## src/hdl/pidts_pkg.sv

```systemverilog
`timescale 1ns / 1ps
// ----------------------------------------------------------------------------
// pidts_pkg
// Types, constants and saturation helpers for the timestamped PID unit.
// ----------------------------------------------------------------------------
package pidts_pkg;

  localparam int DataWidth   = 32;
  localparam int FracBits    = 16;
  localparam int ProdWidth   = 2 * DataWidth;
  localparam int QuotWidth   = DataWidth + FracBits;
  localparam int DivCntWidth = $clog2(QuotWidth);
  localparam int CfgIdxWidth = 3;

  localparam logic signed [DataWidth-1:0] MaxVal = {1'b0, {(DataWidth-1){1'b1}}};
  localparam logic signed [DataWidth-1:0] MinVal = {1'b1, {(DataWidth-1){1'b0}}};
  localparam logic [DataWidth-1:0]        TickPeriodRst = 32'd4294967;

  typedef enum logic [CfgIdxWidth-1:0] {
    CFG_TARGET = 3'd0,
    CFG_KP     = 3'd1,
    CFG_KI     = 3'd2,
    CFG_KD     = 3'd3,
    CFG_WINDUP = 3'd4,
    CFG_DMIN   = 3'd5,
    CFG_DMAX   = 3'd6,
    CFG_TICK   = 3'd7
  } pidts_cfg_e;

  typedef enum logic [2:0] {
    MS_TICK  = 3'd0,
    MS_PROP  = 3'd1,
    MS_EDT   = 3'd2,
    MS_INTEG = 3'd3,
    MS_DERIV = 3'd4
  } pidts_mul_sel_e;

  typedef enum logic [3:0] {
    ST_IDLE,
    ST_TDT,
    ST_PROP,
    ST_EDT,
    ST_INTEG,
    ST_MUL_I,
    ST_CAP_I,
    ST_DIV,
    ST_OUT
  } pidts_state_e;

  typedef struct packed {
    logic           accept;
    logic           ld_diff;
    logic           mul_en;
    pidts_mul_sel_e mul_sel;
    logic           ld_dt;
    logic           ld_p;
    logic           ld_integ;
    logic           ld_pi;
    logic           div_start;
    logic           ld_out;
  } pidts_cmd_t;

  typedef struct packed {
    logic first;
    logic dt_zero;
    logic div_busy;
  } pidts_sts_t;

  function automatic logic signed [DataWidth-1:0] sat_add(
    input logic signed [DataWidth:0] v
  );
    if (v[DataWidth] != v[DataWidth-1]) begin
      return v[DataWidth] ? MinVal : MaxVal;
    end
    return v[DataWidth-1:0];
  endfunction

  function automatic logic [DataWidth-1:0] mag(input logic signed [DataWidth-1:0] v);
    logic [DataWidth-1:0] u;
    u = v;
    return v[DataWidth-1] ? (~u + 1'b1) : u;
  endfunction

  function automatic logic [DataWidth-1:0] mag_sat(
    input logic                 neg,
    input logic [QuotWidth-1:0] m
  );
    logic [DataWidth-1:0] lim;
    lim = neg ? MinVal : MaxVal;
    return (m > {{FracBits{1'b0}}, lim}) ? lim : m[DataWidth-1:0];
  endfunction

  function automatic logic signed [DataWidth-1:0] qsat(
    input logic                 neg,
    input logic [QuotWidth-1:0] m
  );
    logic [DataWidth-1:0] s;
    s = mag_sat(neg, m);
    return neg ? signed'(~s + 1'b1) : signed'(s);
  endfunction

endpackage

```

## src/hdl/pidts_in_if.sv

```systemverilog
`timescale 1ns / 1ps
// ----------------------------------------------------------------------------
// pidts_in_if
// Sample request channel: feedback value and tick timestamp.
// ----------------------------------------------------------------------------
interface pidts_in_if import pidts_pkg::*; ();
  logic                        valid;
  logic                        ready;
  logic signed [DataWidth-1:0] measured;
  logic [DataWidth-1:0]        sample_time;

  modport source (output valid, measured, sample_time, input ready);
  modport sink   (input valid, measured, sample_time, output ready);
endinterface

```

## src/hdl/pidts_out_if.sv

```systemverilog
`timescale 1ns / 1ps
// ----------------------------------------------------------------------------
// pidts_out_if
// Result request channel: clamped controller drive.
// ----------------------------------------------------------------------------
interface pidts_out_if import pidts_pkg::*; ();
  logic                        valid;
  logic                        ready;
  logic signed [DataWidth-1:0] drive;

  modport source (output valid, drive, input ready);
  modport sink   (input valid, drive, output ready);
endinterface

```

## src/hdl/pidts_div.sv

```systemverilog
`timescale 1ns / 1ps
// ----------------------------------------------------------------------------
// pidts_div
// Restoring unsigned divider, one quotient bit per cycle.
// ----------------------------------------------------------------------------
module pidts_div import pidts_pkg::*; (
  input  logic                   clk_i,
  input  logic                   rst_ni,
  input  logic                   start_i,
  input  logic [QuotWidth-1:0]   dividend_i,
  input  logic [DataWidth-2:0]   divisor_i,
  output logic [QuotWidth-1:0]   quotient_o,
  output logic                   busy_o
);

  logic                   busy_q, busy_d;
  logic [DivCntWidth-1:0] cnt_q, cnt_d;
  logic [DataWidth-2:0]   rem_q, rem_d;
  logic [QuotWidth-1:0]   quo_q, quo_d;
  logic [DataWidth-2:0]   den_q;
  logic [DataWidth-1:0]   trial;
  logic [DataWidth-1:0]   diff;
  logic                   ge;

  assign trial = {rem_q, quo_q[QuotWidth-1]};
  assign ge    = trial >= {1'b0, den_q};
  assign diff  = trial - {1'b0, den_q};

  always_comb begin
    busy_d = busy_q;
    cnt_d  = cnt_q;
    rem_d  = rem_q;
    quo_d  = quo_q;
    if (start_i) begin
      busy_d = 1'b1;
      cnt_d  = DivCntWidth'(QuotWidth - 1);
      rem_d  = '0;
      quo_d  = dividend_i;
    end else if (busy_q) begin
      rem_d = ge ? diff[DataWidth-2:0] : trial[DataWidth-2:0];
      quo_d = {quo_q[QuotWidth-2:0], ge};
      cnt_d = cnt_q - 1'b1;
      if (cnt_q == '0) begin
        busy_d = 1'b0;
      end
    end
  end

  always_ff @(posedge clk_i or negedge rst_ni) begin
    if (!rst_ni) begin
      busy_q <= 1'b0;
      cnt_q  <= '0;
    end else begin
      busy_q <= busy_d;
      cnt_q  <= cnt_d;
    end
  end

  always_ff @(posedge clk_i) begin
    rem_q <= rem_d;
    quo_q <= quo_d;
    if (start_i) begin
      den_q <= divisor_i;
    end
  end

  assign quotient_o = quo_q;
  assign busy_o     = busy_q;

endmodule

```

## src/hdl/pidts_datapath.sv

```systemverilog
`timescale 1ns / 1ps
// ----------------------------------------------------------------------------
// pidts_datapath
// Config registers, loop state, shared 32x32 multiplier and derivative divider.
// ----------------------------------------------------------------------------
module pidts_datapath import pidts_pkg::*; (
  input  logic                        clk_i,
  input  logic                        rst_ni,
  input  logic                        cfg_we_i,
  input  logic [CfgIdxWidth-1:0]      cfg_idx_i,
  input  logic [DataWidth-1:0]        cfg_data_i,
  input  logic signed [DataWidth-1:0] measured_i,
  input  logic [DataWidth-1:0]        sample_time_i,
  input  pidts_cmd_t                  cmd_i,
  output pidts_sts_t                  sts_o,
  output logic signed [DataWidth-1:0] drive_o
);

  // configuration
  logic signed [DataWidth-1:0] target_q, kp_q, ki_q, kd_q, dmin_q, dmax_q;
  logic [DataWidth-2:0]        windup_q;
  logic [DataWidth-1:0]        tick_q;

  // loop state
  logic [DataWidth-1:0]        last_time_q;
  logic signed [DataWidth-1:0] last_err_q;
  logic signed [DataWidth-1:0] integ_q, integ_d;

  // per-sample working registers
  logic [DataWidth-1:0]        ticks_q;
  logic signed [DataWidth-1:0] err_q, diff_q, p_q, pi_q, drive_q;
  logic [DataWidth-2:0]        dt_q, dt_d;
  logic [ProdWidth-1:0]        prod_q;
  logic                        mul_neg_q;

  logic [DataWidth-1:0]        mul_a, mul_b;
  logic                        mul_neg;
  logic [QuotWidth-1:0]        prod_sh;
  logic signed [DataWidth-1:0] cap;
  logic signed [DataWidth-1:0] integ_sum, lim_pos, lim_neg;
  logic signed [DataWidth-1:0] d_term, y_sum, y_clamp;
  logic [QuotWidth-1:0]        quotient;
  logic [DataWidth-1:0]        dq_mag;
  logic                        div_busy;

  assign prod_sh = prod_q[ProdWidth-1:FracBits];
  assign cap     = qsat(mul_neg_q, prod_sh);
  assign dq_mag  = mag_sat(diff_q[DataWidth-1], quotient);

  always_comb begin
    unique case (cmd_i.mul_sel)
      MS_TICK: begin
        mul_a   = ticks_q;
        mul_b   = tick_q;
        mul_neg = 1'b0;
      end
      MS_PROP: begin
        mul_a   = mag(err_q);
        mul_b   = mag(kp_q);
        mul_neg = err_q[DataWidth-1] ^ kp_q[DataWidth-1];
      end
      MS_EDT: begin
        mul_a   = mag(err_q);
        mul_b   = {1'b0, dt_q};
        mul_neg = err_q[DataWidth-1];
      end
      MS_INTEG: begin
        mul_a   = mag(integ_q);
        mul_b   = mag(ki_q);
        mul_neg = integ_q[DataWidth-1] ^ ki_q[DataWidth-1];
      end
      MS_DERIV: begin
        mul_a   = dq_mag;
        mul_b   = mag(kd_q);
        mul_neg = diff_q[DataWidth-1] ^ kd_q[DataWidth-1];
      end
      default: begin
        mul_a   = '0;
        mul_b   = '0;
        mul_neg = 1'b0;
      end
    endcase
  end

  assign dt_d = (prod_sh > {{(FracBits + 1){1'b0}}, {(DataWidth-1){1'b1}}})
              ? {(DataWidth-1){1'b1}} : prod_sh[DataWidth-2:0];

  // anti-windup clamp
  assign integ_sum = sat_add({integ_q[DataWidth-1], integ_q} + {cap[DataWidth-1], cap});
  assign lim_pos   = signed'({1'b0, windup_q});
  assign lim_neg   = -lim_pos;

  always_comb begin
    if (integ_sum > lim_pos) begin
      integ_d = lim_pos;
    end else if (integ_sum < lim_neg) begin
      integ_d = lim_neg;
    end else begin
      integ_d = integ_sum;
    end
  end

  // output sum and clamp; with crossed limits, sums above the max give the max, all others the min
  assign d_term = sts_o.dt_zero ? '0 : cap;
  assign y_sum  = sat_add({pi_q[DataWidth-1], pi_q} + {d_term[DataWidth-1], d_term});

  always_comb begin
    if (y_sum > dmax_q) begin
      y_clamp = dmax_q;
    end else if (y_sum < dmin_q) begin
      y_clamp = dmin_q;
    end else begin
      y_clamp = y_sum;
    end
  end

  always_ff @(posedge clk_i or negedge rst_ni) begin
    if (!rst_ni) begin
      target_q    <= '0;
      kp_q        <= '0;
      ki_q        <= '0;
      kd_q        <= '0;
      windup_q    <= '0;
      dmin_q      <= '0;
      dmax_q      <= '0;
      tick_q      <= TickPeriodRst;
      last_time_q <= '0;
      last_err_q  <= '0;
      integ_q     <= '0;
    end else begin
      if (cfg_we_i) begin
        unique case (pidts_cfg_e'(cfg_idx_i))
          CFG_TARGET: target_q <= cfg_data_i;
          CFG_KP:     kp_q     <= cfg_data_i;
          CFG_KI:     ki_q     <= cfg_data_i;
          CFG_KD:     kd_q     <= cfg_data_i;
          CFG_WINDUP: windup_q <= cfg_data_i[DataWidth-2:0];
          CFG_DMIN:   dmin_q   <= cfg_data_i;
          CFG_DMAX:   dmax_q   <= cfg_data_i;
          CFG_TICK:   tick_q   <= cfg_data_i;
          default:    ;
        endcase
      end
      if (cmd_i.accept) begin
        last_time_q <= sample_time_i;
      end
      if (cmd_i.ld_diff) begin
        last_err_q <= err_q;
      end
      if (cmd_i.ld_integ) begin
        integ_q <= integ_d;
      end
    end
  end

  always_ff @(posedge clk_i) begin
    if (cmd_i.accept) begin
      ticks_q <= sample_time_i - last_time_q;
      err_q   <= sat_add({target_q[DataWidth-1], target_q}
                       - {measured_i[DataWidth-1], measured_i});
    end
    if (cmd_i.ld_diff) begin
      diff_q <= sat_add({err_q[DataWidth-1], err_q} - {last_err_q[DataWidth-1], last_err_q});
    end
    if (cmd_i.mul_en) begin
      prod_q    <= mul_a * mul_b;
      mul_neg_q <= mul_neg;
    end
    if (cmd_i.ld_dt) begin
      dt_q <= dt_d;
    end
    if (cmd_i.ld_p) begin
      p_q <= cap;
    end
    if (cmd_i.ld_pi) begin
      pi_q <= sat_add({p_q[DataWidth-1], p_q} + {cap[DataWidth-1], cap});
    end
    if (cmd_i.ld_out) begin
      drive_q <= y_clamp;
    end
  end

  pidts_div u_div (
    .clk_i      (clk_i),
    .rst_ni     (rst_ni),
    .start_i    (cmd_i.div_start),
    .dividend_i ({mag(diff_q), {FracBits{1'b0}}}),
    .divisor_i  (dt_q),
    .quotient_o (quotient),
    .busy_o     (div_busy)
  );

  assign sts_o.first    = (last_time_q == '0);
  assign sts_o.dt_zero  = (dt_q == '0);
  assign sts_o.div_busy = div_busy;
  assign drive_o        = drive_q;

endmodule

```

## src/hdl/pidts_ctrl.sv

```systemverilog
`timescale 1ns / 1ps
// ----------------------------------------------------------------------------
// pidts_ctrl
// Sequencer: issues multiplier, divider and load commands per sample.
// ----------------------------------------------------------------------------
module pidts_ctrl import pidts_pkg::*; (
  input  logic       clk_i,
  input  logic       rst_ni,
  input  logic       in_valid_i,
  output logic       in_ready_o,
  output logic       out_valid_o,
  input  logic       out_ready_i,
  input  pidts_sts_t sts_i,
  output pidts_cmd_t cmd_o
);

  pidts_state_e state_q, state_d;
  logic         out_valid_q, out_valid_d;
  logic         out_free;

  assign out_free = !out_valid_q || out_ready_i;

  always_comb begin
    state_d = state_q;
    unique case (state_q)
      ST_IDLE:  if (in_valid_i && !sts_i.first) state_d = ST_TDT;
      ST_TDT:   state_d = ST_PROP;
      ST_PROP:  state_d = ST_EDT;
      ST_EDT:   state_d = ST_INTEG;
      ST_INTEG: state_d = ST_MUL_I;
      ST_MUL_I: state_d = ST_CAP_I;
      ST_CAP_I: state_d = sts_i.dt_zero ? ST_OUT : ST_DIV;
      ST_DIV:   if (!sts_i.div_busy) state_d = ST_OUT;
      ST_OUT:   if (out_free) state_d = ST_IDLE;
      default:  state_d = ST_IDLE;
    endcase
  end

  always_comb begin
    cmd_o         = '0;
    cmd_o.mul_sel = MS_TICK;
    in_ready_o    = 1'b0;
    unique case (state_q)
      ST_IDLE: begin
        in_ready_o   = 1'b1;
        cmd_o.accept = in_valid_i;
      end
      ST_TDT: begin
        cmd_o.ld_diff = 1'b1;
        cmd_o.mul_en  = 1'b1;
        cmd_o.mul_sel = MS_TICK;
      end
      ST_PROP: begin
        cmd_o.ld_dt   = 1'b1;
        cmd_o.mul_en  = 1'b1;
        cmd_o.mul_sel = MS_PROP;
      end
      ST_EDT: begin
        cmd_o.ld_p    = 1'b1;
        cmd_o.mul_en  = 1'b1;
        cmd_o.mul_sel = MS_EDT;
      end
      ST_INTEG: begin
        cmd_o.ld_integ  = 1'b1;
        cmd_o.div_start = !sts_i.dt_zero;
      end
      ST_MUL_I: begin
        cmd_o.mul_en  = 1'b1;
        cmd_o.mul_sel = MS_INTEG;
      end
      ST_CAP_I: begin
        cmd_o.ld_pi = 1'b1;
      end
      ST_DIV: begin
        cmd_o.mul_en  = !sts_i.div_busy;
        cmd_o.mul_sel = MS_DERIV;
      end
      ST_OUT: begin
        cmd_o.ld_out = out_free;
      end
      default: ;
    endcase
  end

  always_comb begin
    out_valid_d = out_valid_q;
    if (cmd_o.ld_out) begin
      out_valid_d = 1'b1;
    end else if (out_ready_i) begin
      out_valid_d = 1'b0;
    end
  end

  always_ff @(posedge clk_i or negedge rst_ni) begin
    if (!rst_ni) begin
      state_q     <= ST_IDLE;
      out_valid_q <= 1'b0;
    end else begin
      state_q     <= state_d;
      out_valid_q <= out_valid_d;
    end
  end

  assign out_valid_o = out_valid_q;

  a_no_overwrite: assert property (@(posedge clk_i) disable iff (!rst_ni)
    cmd_o.ld_out |-> (!out_valid_q || out_ready_i))
    else $error("result register overwritten while pending");

  a_first_no_work: assert property (@(posedge clk_i) disable iff (!rst_ni)
    (cmd_o.accept && sts_i.first) |=> (state_q == ST_IDLE))
    else $error("first sample started a computation");

  a_div_runs: assert property (@(posedge clk_i) disable iff (!rst_ni)
    cmd_o.div_start |=> sts_i.div_busy)
    else $error("divider did not start");

  a_div_nonzero: assert property (@(posedge clk_i) disable iff (!rst_ni)
    cmd_o.div_start |-> !sts_i.dt_zero)
    else $error("divider started with zero dt");

endmodule

```

## src/hdl/pid_controller_timestamped_unit.sv

```systemverilog
`timescale 1ns / 1ps
// ----------------------------------------------------------------------------
// pid_controller_timestamped_unit
// Timestamped Q16.16 PID controller with integral clamp and output limits.
// ----------------------------------------------------------------------------
// A sample is taken only while the sequencer is idle. The very first sample
// (stored timestamp zero) just records its timestamp and gives no result.
// Every later sample passes through the 48-step restoring divider that forms
// the derivative quotient; when dt is zero the divider is skipped. A new
// sample is accepted only once the previous result has been loaded into
// the output register. All products go through one shared 32x32 multiplier.
// The result sits in an output register, so the next sample is taken while
// it waits.
module pid_controller_timestamped_unit import pidts_pkg::*; (
  input  logic                   clk_i,
  input  logic                   rst_ni,
  input  logic                   cfg_we_i,
  input  logic [CfgIdxWidth-1:0] cfg_idx_i,
  input  logic [DataWidth-1:0]   cfg_data_i,
  pidts_in_if.sink               in_ch,
  pidts_out_if.source            out_ch
);

  pidts_cmd_t cmd;
  pidts_sts_t sts;

  pidts_ctrl u_ctrl (
    .clk_i       (clk_i),
    .rst_ni      (rst_ni),
    .in_valid_i  (in_ch.valid),
    .in_ready_o  (in_ch.ready),
    .out_valid_o (out_ch.valid),
    .out_ready_i (out_ch.ready),
    .sts_i       (sts),
    .cmd_o       (cmd)
  );

  pidts_datapath u_datapath (
    .clk_i         (clk_i),
    .rst_ni        (rst_ni),
    .cfg_we_i      (cfg_we_i),
    .cfg_idx_i     (cfg_idx_i),
    .cfg_data_i    (cfg_data_i),
    .measured_i    (in_ch.measured),
    .sample_time_i (in_ch.sample_time),
    .cmd_i         (cmd),
    .sts_o         (sts),
    .drive_o       (out_ch.drive)
  );

endmodule

```

## src/flat_wrapper.sv

```systemverilog
// flat-port wrapper written by rule: the top's interface ports become plain ports
module pid_controller_timestamped_unit_flat import pidts_pkg::*;
  (clk_i, rst_ni, cfg_we_i, cfg_idx_i, cfg_data_i, in_ch_valid, in_ch_measured, in_ch_sample_time, in_ch_ready, out_ch_valid, out_ch_drive, out_ch_ready);
  pidts_in_if in_ch_i ();
  pidts_out_if out_ch_i ();
  input  logic clk_i;
  input  logic rst_ni;
  input  logic cfg_we_i;
  input  logic [CfgIdxWidth-1:0] cfg_idx_i;
  input  logic [DataWidth-1:0] cfg_data_i;
  input wire logic [$bits(in_ch_i.valid)-1:0] in_ch_valid;
  input wire logic [$bits(in_ch_i.measured)-1:0] in_ch_measured;
  input wire logic [$bits(in_ch_i.sample_time)-1:0] in_ch_sample_time;
  output wire logic [$bits(in_ch_i.ready)-1:0] in_ch_ready;
  output wire logic [$bits(out_ch_i.valid)-1:0] out_ch_valid;
  output wire logic [$bits(out_ch_i.drive)-1:0] out_ch_drive;
  input wire logic [$bits(out_ch_i.ready)-1:0] out_ch_ready;
  assign in_ch_i.valid = in_ch_valid;
  assign in_ch_i.measured = in_ch_measured;
  assign in_ch_i.sample_time = in_ch_sample_time;
  assign in_ch_ready = in_ch_i.ready;
  assign out_ch_valid = out_ch_i.valid;
  assign out_ch_drive = out_ch_i.drive;
  assign out_ch_i.ready = out_ch_ready;
  pid_controller_timestamped_unit u_core (.clk_i(clk_i), .rst_ni(rst_ni), .cfg_we_i(cfg_we_i), .cfg_idx_i(cfg_idx_i), .cfg_data_i(cfg_data_i), .in_ch(in_ch_i), .out_ch(out_ch_i));
endmodule
```

## config.mk

```make
export PLATFORM = sky130hd
export DESIGN_NAME = pid_controller_timestamped_unit_flat
export DESIGN_NICKNAME = d
export VERILOG_FILES = /design/src/hdl/pidts_pkg.sv /design/src/hdl/pidts_in_if.sv /design/src/hdl/pidts_out_if.sv /design/src/hdl/pidts_div.sv /design/src/hdl/pidts_datapath.sv /design/src/hdl/pidts_ctrl.sv /design/src/hdl/pid_controller_timestamped_unit.sv /design/src/flat_wrapper.sv
export SDC_FILE = /design/constraint.sdc
export NUM_CORES = 2
export LEC_CHECK = 0
export BUFFER_PORTS_ARGS = -buffer_cell sky130_fd_sc_hd__buf_2
export CAP_MARGIN = 5
export CORE_MARGIN = 4
export CORE_UTILIZATION = 60
export DETAILED_ROUTE_END_ITERATION = 7
export PLACE_DENSITY = 0.77
export SETUP_SLACK_MARGIN = 0.1
export SYNTH_ARGS = -nofsm -noshare
export SYNTH_HDL_FRONTEND = slang
export SYNTH_SLANG_ARGS = --single-unit
export TNS_END_PERCENT = 1
```

## constraint.sdc

```tcl
create_clock -name clk_i -period 26.3 [get_ports clk_i]
set_input_delay 1.315 -clock clk_i [delete_from_list [all_inputs] [get_ports clk_i]]
set_output_delay 1.315 -clock clk_i [all_outputs]
set_load 0.1 [all_outputs]
```

==> out/qor_table.md <==
| Parameter | Value | Unit |
|---|---|---|
| Max-cap viol count | 0 | - |
| Final min period | 13,890 | ps |
| FF+latch count, synth | 745 | - |
| Total detailed-routing wirelength | 263,000 | µm |
| Vertical die dimension | 379 | µm |
| Quantity of I/O buffers inserted on ports | 137 | - |
| Primary FF master, synth | dfrtp_1 | - |
| Post-Syn Area | 0.0827 | mm² |
| Worst slew slack as a fraction of its limit | 0.0510 | - |
| Post-layout nets | 10,700 | - |
| Share of cell area taken by muxes after synthesis | 0.0427 | - |
| Share of cells above drive strength 1 | 0.0832 | - |
| Critical Path Start Type | flip-flop | - |
| Fraction of synthesized cell area taken by the top area cell type | 0.218 | - |
| Fraction of registers with async set or reset after synthesis | 0.487 | - |
| Synth top area cells | fa_1 (22%), edfxtp_1 (12%), dfrtp_1 (11%) | - |
| Via density per instance | 6.25 | - |
| RSZ-0062 raised after global routing | false | - |
| Wire length of the first global-routing pass | 402,000 | µm |
| Post-cts repair resize count | 0 | - |
| Depth of the CTS H-tree | 3 | - |
| Pin count of the biggest net entering global routing | 98 | - |
| Synthesized-area fraction occupied by ao, oa, aoi and oai cells | 0.120 | - |
| Yosys Warn Count | 0 | - |
| Xor/xnor cell area share of the yosys netlist | 0.0458 | - |
| Sequential fraction of the synthesis area | 0.243 | - |
| Syn Inst Count | 9,054 | - |
| Result of the run | finished, violations left | - |
| Slowest cell on the critical path | a311oi_4 | - |
| Area of the core region | 0.136 | mm² |
| Number of hold buffers added after CTS | 0 | - |
| Count of placed standard cells in the final layout, fillers left out | 10,900 | - |
| Drt pass-1 iters | 8 | - |
| Adder-cell share of the synthesized area | 0.327 | - |
| Number of clock buffers inserted by TritonCTS | 81 | - |
| Gp weighted congestion | 0.992 | - |
| Worst setup skew after layout | 29.2 | ps |
| Worst Path Class, Setup | reg -> reg | - |
| Failing checks | design-rule violations | - |
| Final hold violation count | 0 | - |
| Crit path top cell by count | o21ai_0 | - |
| Initial drt markers | 6,811 | - |
| Area of the multi-input gates | 0.0566 | mm² |
| Die Width | 379 | µm |
| HPWL after detailed placement | 204,000 | µm |
| Maximum fanout along the worst path | 79 | - |
| Actual transition at the worst max-transition pin | 1420 | ps |
| Overall overflow remaining after global route | 0 | - |
| Maximum frequency from static timing analysis | 72.0 | MHz |
| Most frequent cells in the layout | inv_1 (1,314), nor2_1 (929), nand2_1 (902), fa_1 (902), ha_1 (685) | - |
| Vias in the first global route | 67,600 | - |
| Count of different cell masters after synthesis | 91 | - |
| Delay of the slowest cell on the worst path | 1060 | ps |
| Final worst path period share | 0.528 | - |
| Synth Area in Simple Gates | 0.144 | - |
| Library cell occupying the most area in the post-synthesis netlist | fa_1 | - |
| WP data arrival | 14,300 | ps |
| Starting Density | 0.608 | - |
| Placed Instance Area | 0.0857 | mm² |
| Setup repair bufs after CTS | 0 | - |
| Maximum number of buffers from clock root to sink | 3 | - |
| Worst-path clk slew | 70 | ps |
| Number of I/O pins | 138 | - |
| Register cell area after layout | 0.0201 | mm² |
| Area of the die | 0.144 | mm² |
| Worst-skew pair later-pin latency | 680 | ps |
| Mean instance size in the synthesized netlist | 9.14 | µm² |
| Max Slew Vio Count | 0 | - |
| DRT antenna net count | 0 | - |
| Cell count after placement | 10,700 | - |
| Drt drc | 1 | - |
| Hold/Removal Path Class | reg -> reg | - |
| Number of synthesized flops with an enable pin | 335 | - |
| Commonest non-fill, non-tap cell in the layout | inv_1 | - |
| CTS tree | done | - |
| Endpoint class of the critical path | flip-flop | - |
| Endpoint required time on the critical path | 26,710 | ps |
| Synth-to-layout area growth | 6.86 | % |
| Worst hold margin | 502 | ps |
| Overall routing resource usage | 0.368 | - |
| Number of antenna violations at the first check in global routing | 21 | - |
| CTS Sinks | 745 | - |
| Clock root buffer | clkbuf_16 | - |
| Via count of the routed design | 67,900 | - |
| Flop2flop setup slack | 12,410 | ps |
| Dominant combinational cell family by area after synthesis | adder cells | - |
| Final number of setup-violating endpoints | 0 | - |
| Net Count, Synth | 10,700 | - |
| Filler instances | 11,000 | - |
| Num rows | 135 | - |
| Routed WL per cell | 24.2 | µm |
| Post-Route Setup TNS | 0 | ps |
| Final non-filler cell area | 0.0884 | mm² |
-- path summary, 6_finish.rpt --
| path | startpoint | to | depth (start not counted) |
|---|---|---|---|
| worst max register to register | u_core.u_datapath.mul_neg_q$_DFFE_PP_ | u_core.u_datapath.drive_o[0]$_DFFE_PP_ | 60 |
| worst min-delay path | u_core.u_datapath.u_div.rem_q[0]$_SDFFE_PP0P_ | u_core.u_datapath.u_div.rem_q[0]$_SDFFE_PP0P_ | 2 |
| min in group asynchronous | rst_ni | u_core.u_datapath.dmax_q[23]$_DFFE_PN0P_ | 1 |
| max in group asynchronous | rst_ni | u_core.u_datapath.tick_q[25]$_DFFE_PN0P_ | 3 |
| worst min register to register | u_core.u_datapath.u_div.rem_q[0]$_SDFFE_PP0P_ | u_core.u_datapath.u_div.rem_q[0]$_SDFFE_PP0P_ | 2 |
| worst max-delay path | u_core.u_datapath.mul_neg_q$_DFFE_PP_ | u_core.u_datapath.drive_o[0]$_DFFE_PP_ | 60 |
-- cells by family after synthesis --
| family | count (synthesis) |
|---|---|
| flops | 745 |
| mux | 325 |
| xor+xnor | 433 |
| buf+inv | 1717 |
| compound gates | 1562 |
| fa+ha+maj | 1628 |
| simple gates | 2644 |
-- metal layers --
metal	routed length, µm	vias up	share of wire	GRT usage
met1	99800	33500	0.38	0.479
met3	29100	835	0.11	0.0945
met2	115000	3573	0.44	0.561
met5	93	-	0.00035	0
li1	-	30000	-	-
met4	18900	14	0.072	0.211
-- cell usage after synthesis, types with 78 or more instances --
| master | instances |
|---|---|
| nor2b_1 | 101 |
| nor3_1 | 104 |
| xor2_1 | 215 |
| clkbuf_1 | 381 |
| nor2_1 | 932 |
| o21ai_0 | 489 |
| ha_1 | 685 |
| xnor2_1 | 218 |
| or3_1 | 78 |
| mux2_2 | 223 |
| nand3_1 | 106 |
| fa_1 | 902 |
| inv_1 | 1316 |
| nand4_1 | 89 |
| a21oi_1 | 343 |
| dfrtp_1 | 353 |
| edfxtp_1 | 335 |
| nand2b_1 | 81 |
| mux2i_1 | 102 |
| nand2_1 | 902 |
| a21o_1 | 173 |
-- critical path: cells and delay by family (launching register included) --
kind | cells | cell delay (ps)
flip-flops | 1 | 320
AND/OR/NAND/NOR | 17 | 2380
multiplexers | 1 | 370
AO/OA/AOI/OAI | 32 | 7070
adder cells (fa/ha/maj) | 5 | 1590
XOR/XNOR | 1 | 170
buffers and inverters | 4 | 1660
-- flip-flops by register name (all words and copies together) (netlist names), 32 cells and up --
register                            count
u_core.u_datapath.kd_q                 32
u_core.u_datapath.target_q             32
u_core.u_datapath.err_q                32
u_core.u_datapath.dmin_q               32
u_core.u_datapath.prod_q               48
u_core.u_datapath.last_err_q           32
u_core.u_datapath.u_div.quotient_o     48
u_core.u_datapath.ticks_q              32
u_core.u_datapath.tick_q               32
u_core.u_datapath.last_time_q          32
u_core.u_datapath.kp_q                 32
u_core.u_datapath.p_q                  32
u_core.u_datapath.dmax_q               32
u_core.u_datapath.pi_q                 32
u_core.u_datapath.integ_q              32
u_core.u_datapath.diff_q               32
u_core.u_datapath.drive_o              32
u_core.u_datapath.ki_q                 32
-- cell type report --
type                       count  share of cell area
timing repair buffer         276              0.0197
clock inverter                37             0.00477
clock buffer                 114              0.0263
multi-input combinational   6592               0.641
tap                         1781              0.0252
inverter                    1321              0.0561
sequential                   745               0.227
antenna                        4            0.000113
-- through the flow --
step | utilization | setup WS (ps)
final | 0.649 | 12410
after detailed placement | 0.629 | 12650
after CTS | 0.649 | 12600
after global routing | 0.649 | 11350
after floorplan | - | 13940
after global placement | 0.629 | 12760
Power is left out: the tool's default activity adds up to more than one toggle a clock period on the data nets, which glitch-free logic cannot reach.
